==> config.mk <==
export PLATFORM = sky130hd
export DESIGN_NAME = string_hash_intern_table_core_flat
export DESIGN_NICKNAME = d
export VERILOG_FILES = /design/src/design/strhash_pkg.sv /design/src/design/strhash_if.sv /design/src/design/strhash_acc.sv /design/src/design/strhash_table.sv /design/src/design/string_hash_intern_table_core.sv /design/src/flat_wrapper.sv
export SDC_FILE = /design/constraint.sdc
export NUM_CORES = 2
export LEC_CHECK = 0
export BUFFER_PORTS_ARGS = -buffer_cell sky130_fd_sc_hd__clkbuf_2
export CORE_MARGIN = 5
export CORE_UTILIZATION = 30
export CTS_BUF_LIST = sky130_fd_sc_hd__clkbuf_4 sky130_fd_sc_hd__clkbuf_8
export DETAILED_ROUTE_END_ITERATION = 8
export SYNTH_ARGS = -nofsm -noshare
export SYNTH_HDL_FRONTEND = slang
export SYNTH_SLANG_ARGS = --single-unit
==> constraint.sdc <==
create_clock -name clk -period 11 [get_ports clk]
set_clock_uncertainty 0.2 [all_clocks]
set_input_delay 1.1 -clock clk [delete_from_list [all_inputs] [get_ports clk]]
set_output_delay 1.1 -clock clk [all_outputs]
set_load 0.005 [all_outputs]
==> src/design/strhash_pkg.sv <==
// ----------------------------------------------------------------------------
// strhash_pkg : shared types and constants for the string hash intern table
// Hash constants, fixed result field widths, result beat and FSM state types.
// ----------------------------------------------------------------------------
package strhash_pkg;

  localparam int HASH_W    = 32;
  localparam int CHAR_W    = 8;
  localparam int OUT_IDX_W = 6;
  localparam int OUT_LEN_W = 16;

  localparam logic [HASH_W-1:0] HASH_INIT  = 32'd5381;
  localparam int                HASH_SHIFT = 5;

  localparam int DEF_TABLE_DEPTH = 64;
  localparam int DEF_LENGTH_BITS = 16;

  typedef struct packed {
    logic [OUT_IDX_W-1:0] entry_index;
    logic                 was_added;
    logic [OUT_LEN_W-1:0] entry_length;
    logic [HASH_W-1:0]    string_hash;
    logic                 table_full;
  } res_t;

  typedef enum logic [0:0] {
    ST_IDLE,
    ST_SEARCH
  } tbl_state_t;

endpackage

==> src/design/strhash_if.sv <==
// ----------------------------------------------------------------------------
// strhash_if : valid/ready channels of the string hash intern table
// Character input channel and lookup result channel.
// ----------------------------------------------------------------------------
interface strhash_in_if;
  logic                           valid;
  logic                           ready;
  logic [strhash_pkg::CHAR_W-1:0] char_byte;

  modport source (output valid, output char_byte, input ready);
  modport sink   (input valid, input char_byte, output ready);
endinterface

interface strhash_out_if;
  logic                              valid;
  logic                              ready;
  logic [strhash_pkg::OUT_IDX_W-1:0] entry_index;
  logic                              was_added;
  logic [strhash_pkg::OUT_LEN_W-1:0] entry_length;
  logic [strhash_pkg::HASH_W-1:0]    string_hash;
  logic                              table_full;

  modport source (output valid, output entry_index, output was_added,
                  output entry_length, output string_hash, output table_full,
                  input ready);
  modport sink   (input valid, input entry_index, input was_added,
                  input entry_length, input string_hash, input table_full,
                  output ready);
endinterface

==> src/design/strhash_acc.sv <==
// ----------------------------------------------------------------------------
// strhash_acc : running djb2 hash and saturating length
// hash = hash*33 + sign-extended char per beat; both restart on terminator.
// ----------------------------------------------------------------------------
module strhash_acc #(
  parameter int LENGTH_BITS = strhash_pkg::DEF_LENGTH_BITS
) (
  input  logic                           clk,
  input  logic                           rst_n,
  input  logic                           step,
  input  logic                           clear,
  input  logic [strhash_pkg::CHAR_W-1:0] char_byte,
  output logic [strhash_pkg::HASH_W-1:0] hash,
  output logic [LENGTH_BITS-1:0]         len
);

  localparam int HW = strhash_pkg::HASH_W;
  localparam int CW = strhash_pkg::CHAR_W;

  logic [HW-1:0]          hash_r, hash_nxt;
  logic [LENGTH_BITS-1:0] len_r, len_nxt;
  logic [HW-1:0]          char_sx;

  assign char_sx = {{(HW-CW){char_byte[CW-1]}}, char_byte};

  always_comb begin
    hash_nxt = hash_r;
    len_nxt  = len_r;
    if (clear) begin
      hash_nxt = strhash_pkg::HASH_INIT;
      len_nxt  = '0;
    end else if (step) begin
      hash_nxt = (hash_r << strhash_pkg::HASH_SHIFT) + hash_r + char_sx;
      // length sticks at all-ones
      len_nxt  = (&len_r) ? len_r : len_r + LENGTH_BITS'(1);
    end
  end

  always_ff @(posedge clk) begin
    if (!rst_n) begin
      hash_r <= strhash_pkg::HASH_INIT;
      len_r  <= '0;
    end else begin
      hash_r <= hash_nxt;
      len_r  <= len_nxt;
    end
  end

  assign hash = hash_r;
  assign len  = len_r;

endmodule

==> src/design/strhash_table.sv <==
// ----------------------------------------------------------------------------
// strhash_table : entry memory, linear search sequencer and result register
// Reads entries 0..count-1 one per cycle, appends on a miss or flags a full table.
// ----------------------------------------------------------------------------
module strhash_table #(
  parameter int TABLE_DEPTH = strhash_pkg::DEF_TABLE_DEPTH,
  parameter int LENGTH_BITS = strhash_pkg::DEF_LENGTH_BITS
) (
  input  logic                           clk,
  input  logic                           rst_n,
  input  logic                           start,
  input  logic [strhash_pkg::HASH_W-1:0] key_hash,
  input  logic [LENGTH_BITS-1:0]         key_len,
  output logic                           idle,
  output logic                           res_valid,
  input  logic                           res_ready,
  output strhash_pkg::res_t              res
);

  localparam int HW    = strhash_pkg::HASH_W;
  localparam int OIW   = strhash_pkg::OUT_IDX_W;
  localparam int OLW   = strhash_pkg::OUT_LEN_W;
  localparam int IDX_W = $clog2(TABLE_DEPTH);
  localparam int CNT_W = $clog2(TABLE_DEPTH + 1);
  localparam int ENT_W = HW + LENGTH_BITS;

  // entry = {length, hash}
  logic [ENT_W-1:0] mem [TABLE_DEPTH];
  logic [ENT_W-1:0] rd_data_r;
  logic [IDX_W-1:0] rd_addr;
  logic             wr_en;
  logic [IDX_W-1:0] wr_addr;
  logic [ENT_W-1:0] wr_data;

  strhash_pkg::tbl_state_t state_r, state_nxt;
  logic [CNT_W-1:0]        count_r, count_nxt;
  logic [CNT_W-1:0]        addr_r, addr_nxt;
  logic                    cmp_vld_r, cmp_vld_nxt;
  logic [IDX_W-1:0]        cmp_idx_r, cmp_idx_nxt;
  logic [HW-1:0]           key_hash_r, key_hash_nxt;
  logic [LENGTH_BITS-1:0]  key_len_r, key_len_nxt;
  logic                    res_vld_r, res_vld_nxt;
  strhash_pkg::res_t       res_r, res_nxt;
  logic                    load;
  logic                    hit;
  logic                    last;

  assign rd_addr = addr_r[IDX_W-1:0];
  assign hit     = cmp_vld_r && (rd_data_r[HW-1:0] == key_hash_r);
  assign last    = cmp_vld_r && (CNT_W'(cmp_idx_r) == count_r - CNT_W'(1));

  always_comb begin
    state_nxt    = state_r;
    count_nxt    = count_r;
    addr_nxt     = addr_r;
    cmp_vld_nxt  = 1'b0;
    cmp_idx_nxt  = cmp_idx_r;
    key_hash_nxt = key_hash_r;
    key_len_nxt  = key_len_r;
    res_nxt      = res_r;
    load         = 1'b0;
    wr_en        = 1'b0;
    wr_addr      = count_r[IDX_W-1:0];
    wr_data      = {key_len_r, key_hash_r};
    idle         = 1'b0;
    unique case (state_r)
      strhash_pkg::ST_IDLE: begin
        idle = !res_vld_r;
        if (start) begin
          key_hash_nxt = key_hash;
          key_len_nxt  = key_len;
          addr_nxt     = '0;
          state_nxt    = strhash_pkg::ST_SEARCH;
        end
      end
      strhash_pkg::ST_SEARCH: begin
        if (hit) begin
          load                 = 1'b1;
          res_nxt.entry_index  = OIW'(cmp_idx_r);
          res_nxt.was_added    = 1'b0;
          res_nxt.entry_length = OLW'(rd_data_r[ENT_W-1:HW]);
          res_nxt.string_hash  = key_hash_r;
          res_nxt.table_full   = 1'b0;
          state_nxt            = strhash_pkg::ST_IDLE;
        end else if (count_r == '0 || last) begin
          load                = 1'b1;
          res_nxt.string_hash = key_hash_r;
          if (count_r == CNT_W'(TABLE_DEPTH)) begin
            res_nxt.entry_index  = '0;
            res_nxt.was_added    = 1'b0;
            res_nxt.entry_length = '0;
            res_nxt.table_full   = 1'b1;
          end else begin
            wr_en                = 1'b1;
            count_nxt            = count_r + CNT_W'(1);
            res_nxt.entry_index  = OIW'(count_r);
            res_nxt.was_added    = 1'b1;
            res_nxt.entry_length = OLW'(key_len_r);
            res_nxt.table_full   = 1'b0;
          end
          state_nxt = strhash_pkg::ST_IDLE;
        end else if (addr_r < count_r) begin
          // read issued now, compared next cycle
          cmp_vld_nxt = 1'b1;
          cmp_idx_nxt = addr_r[IDX_W-1:0];
          addr_nxt    = addr_r + CNT_W'(1);
        end
      end
      default: state_nxt = strhash_pkg::ST_IDLE;
    endcase

    res_vld_nxt = res_vld_r;
    if (res_vld_r && res_ready) res_vld_nxt = 1'b0;
    if (load)                   res_vld_nxt = 1'b1;
  end

  // entry memory: one write and one registered read per cycle
  always_ff @(posedge clk) begin
    if (wr_en) mem[wr_addr] <= wr_data;
    rd_data_r <= mem[rd_addr];
  end

  always_ff @(posedge clk) begin
    if (!rst_n) begin
      state_r   <= strhash_pkg::ST_IDLE;
      count_r   <= '0;
      cmp_vld_r <= 1'b0;
      res_vld_r <= 1'b0;
    end else begin
      state_r   <= state_nxt;
      count_r   <= count_nxt;
      cmp_vld_r <= cmp_vld_nxt;
      res_vld_r <= res_vld_nxt;
    end
  end

  always_ff @(posedge clk) begin
    addr_r     <= addr_nxt;
    cmp_idx_r  <= cmp_idx_nxt;
    key_hash_r <= key_hash_nxt;
    key_len_r  <= key_len_nxt;
    res_r      <= res_nxt;
  end

  assign res_valid = res_vld_r;
  assign res       = res_r;

  a_count_bound: assert property (@(posedge clk) disable iff (!rst_n)
    count_r <= CNT_W'(TABLE_DEPTH))
    else $error("entry count beyond table depth");

  a_add_bumps_count: assert property (@(posedge clk) disable iff (!rst_n)
    (load && res_nxt.was_added) |=> count_r == $past(count_r) + CNT_W'(1))
    else $error("append without count increment");

  a_full_only_when_full: assert property (@(posedge clk) disable iff (!rst_n)
    (res_vld_r && res_r.table_full) |-> (count_r == CNT_W'(TABLE_DEPTH)
                                         && !res_r.was_added))
    else $error("full flag with free entries or with append");

  a_start_when_idle: assert property (@(posedge clk) disable iff (!rst_n)
    start |-> idle)
    else $error("search started while busy");

  a_load_into_empty: assert property (@(posedge clk) disable iff (!rst_n)
    load |-> !res_vld_r)
    else $error("result register overwritten");

endmodule

==> src/design/string_hash_intern_table_core.sv <==
// ----------------------------------------------------------------------------
// string_hash_intern_table_core : djb2 string interning table
// Streams characters into a running hash; on the terminator looks the hash
// up in the entry memory and returns the matching or newly appended entry.
// ----------------------------------------------------------------------------
//
//  channel | dir | beat payload                                   | handshake
//  --------+-----+------------------------------------------------+-----------
//  in_ch   | in  | char_byte                                      | valid/ready
//  out_ch  | out | entry_index, was_added, entry_length,          | valid/ready
//          |     | string_hash, table_full                        |
//
//  Cycles: a nonzero character is taken every cycle and gives no result.
//  A terminator is taken only when the search sequencer is idle and the
//  result register is empty; the search then reads the stored entries one
//  per cycle, stopping early on a match, through the one-read-per-cycle
//  port of the entry memory.
//  Characters of the next string keep flowing while a search runs.
//  Reset: synchronous, active low; empties the table and restarts the hash.
//  No memory clearing pass: entries at or above the count are never compared.
//  Stalls: out_ch.ready low holds the result; further terminators wait.
//
module string_hash_intern_table_core #(
  parameter int TABLE_DEPTH = strhash_pkg::DEF_TABLE_DEPTH,
  parameter int LENGTH_BITS = strhash_pkg::DEF_LENGTH_BITS
) (
  input  logic          clk,
  input  logic          rst_n,
  strhash_in_if.sink    in_ch,
  strhash_out_if.source out_ch
);

  logic                           in_beat;
  logic                           is_term;
  logic                           tbl_idle;
  logic [strhash_pkg::HASH_W-1:0] run_hash;
  logic [LENGTH_BITS-1:0]         run_len;
  strhash_pkg::res_t              res;

  // zero byte ends the string
  assign is_term     = (in_ch.char_byte == '0);
  // characters never wait; a terminator waits for the table
  assign in_ch.ready = !is_term || tbl_idle;
  assign in_beat     = in_ch.valid && in_ch.ready;

  strhash_acc #(
    .LENGTH_BITS (LENGTH_BITS)
  ) u_acc (
    .clk       (clk),
    .rst_n     (rst_n),
    .step      (in_beat && !is_term),
    .clear     (in_beat && is_term),
    .char_byte (in_ch.char_byte),
    .hash      (run_hash),
    .len       (run_len)
  );

  // key is captured by the table in the same cycle the accumulator restarts
  strhash_table #(
    .TABLE_DEPTH (TABLE_DEPTH),
    .LENGTH_BITS (LENGTH_BITS)
  ) u_table (
    .clk       (clk),
    .rst_n     (rst_n),
    .start     (in_beat && is_term),
    .key_hash  (run_hash),
    .key_len   (run_len),
    .idle      (tbl_idle),
    .res_valid (out_ch.valid),
    .res_ready (out_ch.ready),
    .res       (res)
  );

  assign out_ch.entry_index  = res.entry_index;
  assign out_ch.was_added    = res.was_added;
  assign out_ch.entry_length = res.entry_length;
  assign out_ch.string_hash  = res.string_hash;
  assign out_ch.table_full   = res.table_full;

endmodule

==> src/flat_wrapper.sv <==
// flat-port wrapper written by rule: the top's interface ports become plain ports
module string_hash_intern_table_core_flat 
#(
  parameter int TABLE_DEPTH = strhash_pkg::DEF_TABLE_DEPTH,
  parameter int LENGTH_BITS = strhash_pkg::DEF_LENGTH_BITS
)
  (clk, rst_n, in_ch_valid, in_ch_char_byte, in_ch_ready, out_ch_valid, out_ch_entry_index, out_ch_was_added, out_ch_entry_length, out_ch_string_hash, out_ch_table_full, out_ch_ready);
  strhash_in_if in_ch_i ();
  strhash_out_if out_ch_i ();
  input  logic clk;
  input  logic rst_n;
  input wire logic [$bits(in_ch_i.valid)-1:0] in_ch_valid;
  input wire logic [$bits(in_ch_i.char_byte)-1:0] in_ch_char_byte;
  output wire logic [$bits(in_ch_i.ready)-1:0] in_ch_ready;
  output wire logic [$bits(out_ch_i.valid)-1:0] out_ch_valid;
  output wire logic [$bits(out_ch_i.entry_index)-1:0] out_ch_entry_index;
  output wire logic [$bits(out_ch_i.was_added)-1:0] out_ch_was_added;
  output wire logic [$bits(out_ch_i.entry_length)-1:0] out_ch_entry_length;
  output wire logic [$bits(out_ch_i.string_hash)-1:0] out_ch_string_hash;
  output wire logic [$bits(out_ch_i.table_full)-1:0] out_ch_table_full;
  input wire logic [$bits(out_ch_i.ready)-1:0] out_ch_ready;
  assign in_ch_i.valid = in_ch_valid;
  assign in_ch_i.char_byte = in_ch_char_byte;
  assign in_ch_ready = in_ch_i.ready;
  assign out_ch_valid = out_ch_i.valid;
  assign out_ch_entry_index = out_ch_i.entry_index;
  assign out_ch_was_added = out_ch_i.was_added;
  assign out_ch_entry_length = out_ch_i.entry_length;
  assign out_ch_string_hash = out_ch_i.string_hash;
  assign out_ch_table_full = out_ch_i.table_full;
  assign out_ch_i.ready = out_ch_ready;
  string_hash_intern_table_core #(.TABLE_DEPTH(TABLE_DEPTH), .LENGTH_BITS(LENGTH_BITS)) u_core (.clk(clk), .rst_n(rst_n), .in_ch(in_ch_i), .out_ch(out_ch_i));
endmodule
# After elaboration in Yosys (flattened, before gate mapping)
# Memory sizes are Yosys's and may differ from the RTL's. A register that Yosys moved wholly into a read port is not among the register bits.
# Index checks and enable logic that the tools add are counted.
# classes
order_cmp,1
n_bitwise,6
eq_ne,7
reduce_logical,23
n_addsub,6
mux,26
# ops
operator,count
$mux 56,2
$add 32x32->32,2
$eq 32x32->1,1
$mux 7,4
$mux 23,1
$mux 1,17
$add 16x1->16 const B,1
$reduce_and 16->1,1
$add 7x1->7 const B,2
$pmux 7 s2,1
$reduce_and 4->1,3
$logic_not 8->1,1
$eq 6x7->1,1
$eq 7x7->1 const B,1
$logic_not 7->1,1
$lt 7x7->1,1
$sub 7x1->7 const B,1
$logic_and 1x1->1,6
$not 1->1,6
$reduce_and 2->1,3
$ne 2x1->1 const B,2
$ne 2x2->1 const B,2
$reduce_bool 2->1,2
$reduce_or 4->1,1
other kinds (4),6
# totals
register_bits,175
wordCells,85
mem_bits_rw,3072
n_memories,1
# mem_list
memory,words,width,read_ports,rd_ports_with_merged_regs,write_ports,line,text
u_core.u_table.mem,64,48,1,1,1,strhash_table.sv:28,logic [ENT_W-1:0] mem [TABLE_DEPTH];

# Depth between registers and ports, before layout
# logic_depth
word_depth,9
mapped_depth,12

# Cells and area by module
# A second synthesis with hierarchy kept.
# hier_totals
cells_unflattened,5456
area_unflattened_um2,126996.8
# by_module_without_submodules
module,cells_per_inst,area_per_inst_um2,n_inst
strhash_table,4943,122606.3,1
strhash_acc,508,4341.7,1
string_hash_intern_table_core,5,48.8,1

# Worst setup path before layout
# Ideal clock, no wire load.
# synth_timing
path_kind,in2reg
start,input in_ch_char_byte[7]
end,register u_core.u_acc.hash_r[5] (netlist: u_core.u_acc.hash[5])
path_slack_ns,2.727
required_ns,10.672
t_arrival_ns,7.945
cell_stages,7
setup_time_ns,0.128
path_cell_list,nor4_1 > nand2_1 > nor4b_1 > nand2b_1 > clkbuf_1 > clkbuf_1 > nor2_1
# synth_between
elab_chain_cells,6
word_cells_on_any_way,7
cone_classes,reduce/logical (7)
# synth_lines
element,line,text
start: declaration,flat_wrapper.sv:13,input wire logic [$bits(in_ch_i.char_byte)-1:0] in_ch_char_byte;
$logic_not 8->1 (*),string_hash_intern_table_core.sv:41,assign is_term = (in_ch.char_byte == '0);
$logic_not 1->1,"string_hash_intern_table_core.sv:43, string_hash_intern_table_core.sv:51",
$logic_or 1x1->1,string_hash_intern_table_core.sv:43,assign in_ch.ready = !is_term || tbl_idle;
$logic_and 1x1->1,string_hash_intern_table_core.sv:44,assign in_beat = in_ch.valid && in_ch.ready;
$logic_and 1x1->1,string_hash_intern_table_core.sv:52,".clear (in_beat && is_term),"
$reduce_or 2->1 (no line),--,
end signal: assignment,strhash_acc.sv:41,hash_r <= strhash_pkg::HASH_INIT;
end signal: assignment,strhash_acc.sv:44,hash_r <= hash_nxt;
end: declaration,strhash_acc.sv:20,"logic [HW-1:0] hash_r, hash_nxt;"
# Mark *: on every way between the ends. The rest lies on a longest branch, timed or not.
# A chain may end at the register's enable or synchronous reset.

# Final worst setup path
# layout_timing
start,register u_core.u_table.count_r[0]
end,"memory u_core.u_table.mem[30][43] (netlist bit), enable pin"
# layout_between
elab_chain_cells,9
word_cells_on_any_way,12
cone_classes,add/sub (1); eq/ne (2); mux (6); reduce/logical (3)
# layout_lines
element,line,text
start: declaration,strhash_table.sv:36,"logic [CNT_W-1:0] count_r, count_nxt;"
start signal: assignment,strhash_table.sv:131,count_r <= count_nxt;
$sub 7x1->7,strhash_table.sv:50,assign last = cmp_vld_r && (CNT_W'(cmp_idx_r) == count_r - CNT_W'(1));
$eq 6x7->1,strhash_table.sv:50,
$logic_and 1x1->1,strhash_table.sv:50,
$logic_or 1x1->1,strhash_table.sv:85,end else if (count_r == '0 || last) begin
$mux 1,strhash_table.sv:85,
$mux 1,strhash_table.sv:77,if (hit) begin
$mux 1,strhash_table.sv:66,unique case (state_r)
$mux 1,strhash_table.sv:119,if (wr_en) mem[wr_addr] <= wr_data;
$mux 1 (implied by the code),strhash_table.sv:119,
end: declaration,strhash_table.sv:28,
# Parallel ways exist; a longest one is shown, timed or not.

==> qor.csv <==
stage,metric,value,unit
setup_path,reg2reg_setup_slack,5.32,ns
outcome,run_status,completed,
layout,syn_to_layout_area_delta,15.09,%
routing,viasPerCell,5.113,
setup_path,cp-startpoint,u_core.u_table.count_r[0],
setup_path,worst_ep_arrival_time,6.09,ns
routing,route.vias.total,60140,
timing,max_slew_margin,15.21,%
routing,drtAntennaViolNets,0,
clock_tree,cts.repair.resized,0,
yosys,gate_count_post_synth,5262,
clock_tree,clock_tree_sinks,3295,
floorplanning,std_cell_rows,238,
routing,wire_per_inst,29.01,um
power_and_ir_drop,power,25.35,mW
yosys,synth_top_area_share,75.88,%
placed_design,dp.cells,10770,
yosys,synth_nets,5347,
yosys,synth.avg_cell_area,23.98,um2
placed_design,detailed_place_hpwl,190000,um
setup_path,rr_endpoint,u_core.u_table.mem[30][43],
setup_path,cp-start-kind,flop,
floorplanning,starting_density_of_the_core,30.08,%
yosys,ys_dominant_reg_cell,sky130_fd_sc_hd__edfxtp_1,
clock_tree,cts-buffers-inserted,551,
timing,hold_viol,0,
yosys,synth.largest_area_cell,sky130_fd_sc_hd__edfxtp_1,
placed_design,number_of_port_buffers,69,
hold_path,holdCritPathClass,flop to flop,
global_routing,largest_net_degree_at_the_start_of_global_routing,141,
hold_path,whs_endpoint,u_core.u_table.key_len_r[4],
setup_path,worstSetupEndpointType,flop,
global_routing,grt_antenna_before_repair,34,
power_and_ir_drop,power_dens_cells,174.5,nW/um2
clock_tree,post_cts_buffers,0,
timing,finalHoldWorstSlack,0.2751,ns
clock_tree,clkSlewWorstSetupHoldPaths,0.06,ns
floorplanning,coreArea,419600,um2
hold_path,min_path_cells,0,
routing,number_of_drc_violations_after_detailed_routing_iteration_0,8096,
yosys,number_of_flops_mapped_to_enable_cells_by_yosys,3189,
yosys,yosys_warnings,0,
layout,post-route-util,34.62,%
floorplanning,chipWidth,658.6,um
flow_run,cap_violations,0,
setup_path,worst-endpoint-required,11.41,ns
timing,post_layout_min_period,5.676,ns
clock_tree,clock_tree_from_tritoncts,yes,
floorplanning,die_area,433800,um2
setup_path,r2r.worst_path.cells,11,
layout,nets,5883,
hold_path,min-delay-start,u_core.u_acc.len[4],
timing,fmax,0.1762,GHz
layout,layout-drive-gt1-share,35.27,%
timing,finalCritPeriodShare,51.60,%
yosys,ys_seq_elements,3295,
yosys,proportion_of_synthesized_chip_area_in_sequential_cells,77.56,%
global_routing,grt_pass1_wl,478300,um
setup_path,crit_type,flop to flop,
floorplanning,chipHeight,658.6,um
timing,totalNegativeSetupSlack,0,ns
timing,finalSetupViolations,0,
yosys,ys_types,63,
layout,multi_input_area,27720,um2
layout,fin_cells,11760,
setup_path,critical_path_fanouts_max,30,
yosys,netlist_area_before_placement,126200,um2
global_routing,grt.total_usage,15.35,%
clock_tree,post_cts_hold_fix_bufs,0,
timing,grt_setup_unrepaired,false,
yosys,synth_async_sr_flop_share,0,%
routing,drc_errors,0,
clock_tree,cts-root-to-sink-buffers,4,
power_and_ir_drop,vdd.ir_drop.worst,89.40,uV
clock_tree,ctsHtreeMaxLevel,6,
global_routing,via_count_of_the_first_global_routing_pass,61360,
placed_design,place.gp.congestion,0.8095,
floorplanning,pin_count,70,
power_and_ir_drop,power_leakage,42.49,nW
setup_path,regToRegStartpoint,u_core.u_table.count_r[0],
layout,fill_cells,38230,
layout,ff_latch_area,97880,um2
yosys,synth_area_leaders,"sky130_fd_sc_hd__edfxtp_1 76%, sky130_fd_sc_hd__mux4_2 18%, sky130_fd_sc_hd__dfxtp_1 1.7%",
routing,postRouteWirelength,341200,um
clock_tree,clk_root_buffer_cell,sky130_fd_sc_hd__clkbuf_8,
global_routing,grt_overflow_total,0,
routing,detailedRoute.firstPassIterationCount,5,
timing,finalMaxSlewViolations,0,
timing,timing_worst_slew_pin_value,1.272,ns
clock_tree,clk-insertion-delay-late,1.05,ns
==> worst max-delay path by stage <==
| stage | cells after the start | to |
|---|---|---|
| after global routing | 11 | u_core.u_table.mem[30][41] |
| after global placement | 8 | u_core.u_table.res[20] |
| after floorplan | 7 | u_core.u_acc.hash[5] |
| final | 11 | u_core.u_table.mem[30][43] |
| after CTS | 11 | u_core.u_table.mem[30][41] |
| after detailed placement | 11 | u_core.u_table.mem[30][43] |
==> placed cells by master, fill, tap and decap left out, types with 8 or more instances in the layout <==
cell / synthesis / layout
sky130_fd_sc_hd__fa_1: 27 / 27
sky130_fd_sc_hd__inv_1: 25 / 25
sky130_fd_sc_hd__diode_2: 0 / 24
sky130_fd_sc_hd__nand2_1: 113 / 113
sky130_fd_sc_hd__nand4_1: 13 / 13
sky130_fd_sc_hd__xnor2_1: 57 / 57
sky130_fd_sc_hd__clkinv_2: 0 / 27
sky130_fd_sc_hd__edfxtp_1: 3189 / 3189
sky130_fd_sc_hd__clkbuf_4: 0 / 201
sky130_fd_sc_hd__a211oi_1: 9 / 9
sky130_fd_sc_hd__o21ai_0: 38 / 38
sky130_fd_sc_hd__mux4_2: 1008 / 1008
sky130_fd_sc_hd__o21a_1: 9 / 8
sky130_fd_sc_hd__buf_4: 0 / 165
sky130_fd_sc_hd__clkinv_1: 1 / 110
sky130_fd_sc_hd__a31oi_1: 10 / 10
sky130_fd_sc_hd__ha_1: 46 / 46
sky130_fd_sc_hd__or3_1: 11 / 11
sky130_fd_sc_hd__dfxtp_1: 106 / 106
sky130_fd_sc_hd__o211ai_1: 9 / 9
sky130_fd_sc_hd__clkbuf_2: 0 / 69
sky130_fd_sc_hd__and3_1: 10 / 10
sky130_fd_sc_hd__nor2_1: 113 / 49
sky130_fd_sc_hd__nand3_1: 39 / 39
sky130_fd_sc_hd__clkinvlp_4: 0 / 20
sky130_fd_sc_hd__a21o_1: 16 / 16
sky130_fd_sc_hd__a21oi_1: 43 / 43
sky130_fd_sc_hd__xor2_1: 26 / 26
sky130_fd_sc_hd__buf_12: 0 / 12
sky130_fd_sc_hd__nor2_4: 0 / 64
sky130_fd_sc_hd__clkbuf_8: 0 / 596
==> cells in the mapped netlist, drive strengths merged (3+ instances only) <==
library cell	n
edfxtp	3189
mux4	1008
clkbuf	180
nand2	113
nor2	113
dfxtp	106
buf	84
xnor2	57
ha	46
a21oi	43
nand3	39
o21ai	39
fa	27
xor2	26
inv	25
a21o	16
nand4	14
or3	11
a31oi	10
and3	10
a211oi	9
o211ai	9
o21a	9
and2	7
nor2b	7
nor3	7
o21bai	6
or4	6
or2	4
a221oi	3
a41oi	3
nor4	3
o31ai	3
==> report_power, final <==
| part | leakage, nW | total, mW | internal [mW] | switching (mW) |
|---|---|---|---|---|
| logic | 7.96 | 0.955 | 0.402 | 0.553 |
| clock network | 5.66 | 10.6 | 5.83 | 4.79 |
| registers | 28.9 | 13.8 | 13.6 | 0.158 |
| total | 42.5 | 25.3 | 19.8 | 5.50 |
==> per-layer routing <==
| metal | vias to the layer above | share of wire (%) | GRT usage [%] |
|---|---|---|---|
| met5 | - | 0.0038 | 0 |
| met4 | 2 | 2.7 | 4.516 |
| met3 | 494 | 8.2 | 2.895 |
| met2 | 2944 | 49 | 25.00 |
| met1 | 32930 | 40 | 20.99 |
| li1 | 23770 | - | - |
==> state kept, by name, indices dropped and copies added (netlist names) <==
signal                     cells
u_core.u_table.count_r         7
u_core.u_table.key_len_r      16
u_core.u_table.addr_r          7
u_core.u_acc.len              16
u_core.u_table.mem          3072
u_core.u_table.res_valid       1
u_core.u_table.state_r         1
u_core.u_table.rd_data_r      48
u_core.u_acc.hash             32
u_core.u_table.cmp_vld_r       1
u_core.u_table.res            56
u_core.u_table.key_hash_r     32
u_core.u_table.cmp_idx_r       6
==> cell families (layout without fill, tap and decap cells) <==
group | Yosys count | after routing | synth area share [%]
flops | 3295 | 3295 | 77.56
mux | 1009 | 1009 | 18.00
simple gates | 342 | 342 | 1.231
buf+inv | 290 | 1246 | 0.8704
compound gates | 170 | 170 | 0.8834
xor+xnor | 83 | 83 | 0.5760
fa+ha+maj | 73 | 73 | 0.8843
other cells | 0 | 24 | 0
==> per-stage QoR <==
| stage | cell area (um2) | worst slack, ns |
|---|---|---|
| after floorplan | 126200 | 2.727 |
| after global routing | 145200 | 5.222 |
| after CTS | 145200 | 5.472 |
| after global placement | 134400 | 5.065 |
| after detailed placement | 134400 | 5.492 |
| final | 145200 | 5.324 |
==> cell type report <==
| class | instances | share of cell area (%) |
|---|---|---|
| timing repair buffer | 247 | 1.263 |
| antenna | 24 | 0.04135 |
| inverter | 26 | 0.06719 |
| sequential | 3295 | 67.39 |
| tap | 5520 | 4.755 |
| clock inverter | 176 | 0.7133 |
| multi-input combinational | 1677 | 19.08 |
| clock buffer | 797 | 6.686 |
==> worst max-delay path, cell delays in order, from the launching register on <==
cell,delay [ns]
sky130_fd_sc_hd__dfxtp_1,0.55
sky130_fd_sc_hd__inv_1,0.19
sky130_fd_sc_hd__ha_1,0.34
sky130_fd_sc_hd__xor2_1,0.22
sky130_fd_sc_hd__o22ai_1,0.12
sky130_fd_sc_hd__a211oi_1,0.38
sky130_fd_sc_hd__a41oi_2,0.21
sky130_fd_sc_hd__o31ai_4,0.41
sky130_fd_sc_hd__nand3_1,0.25
sky130_fd_sc_hd__or4_1,0.97
sky130_fd_sc_hd__nor2_4,0.79
sky130_fd_sc_hd__buf_4,0.57
Note: power is estimated with default switching activity, not from simulation.
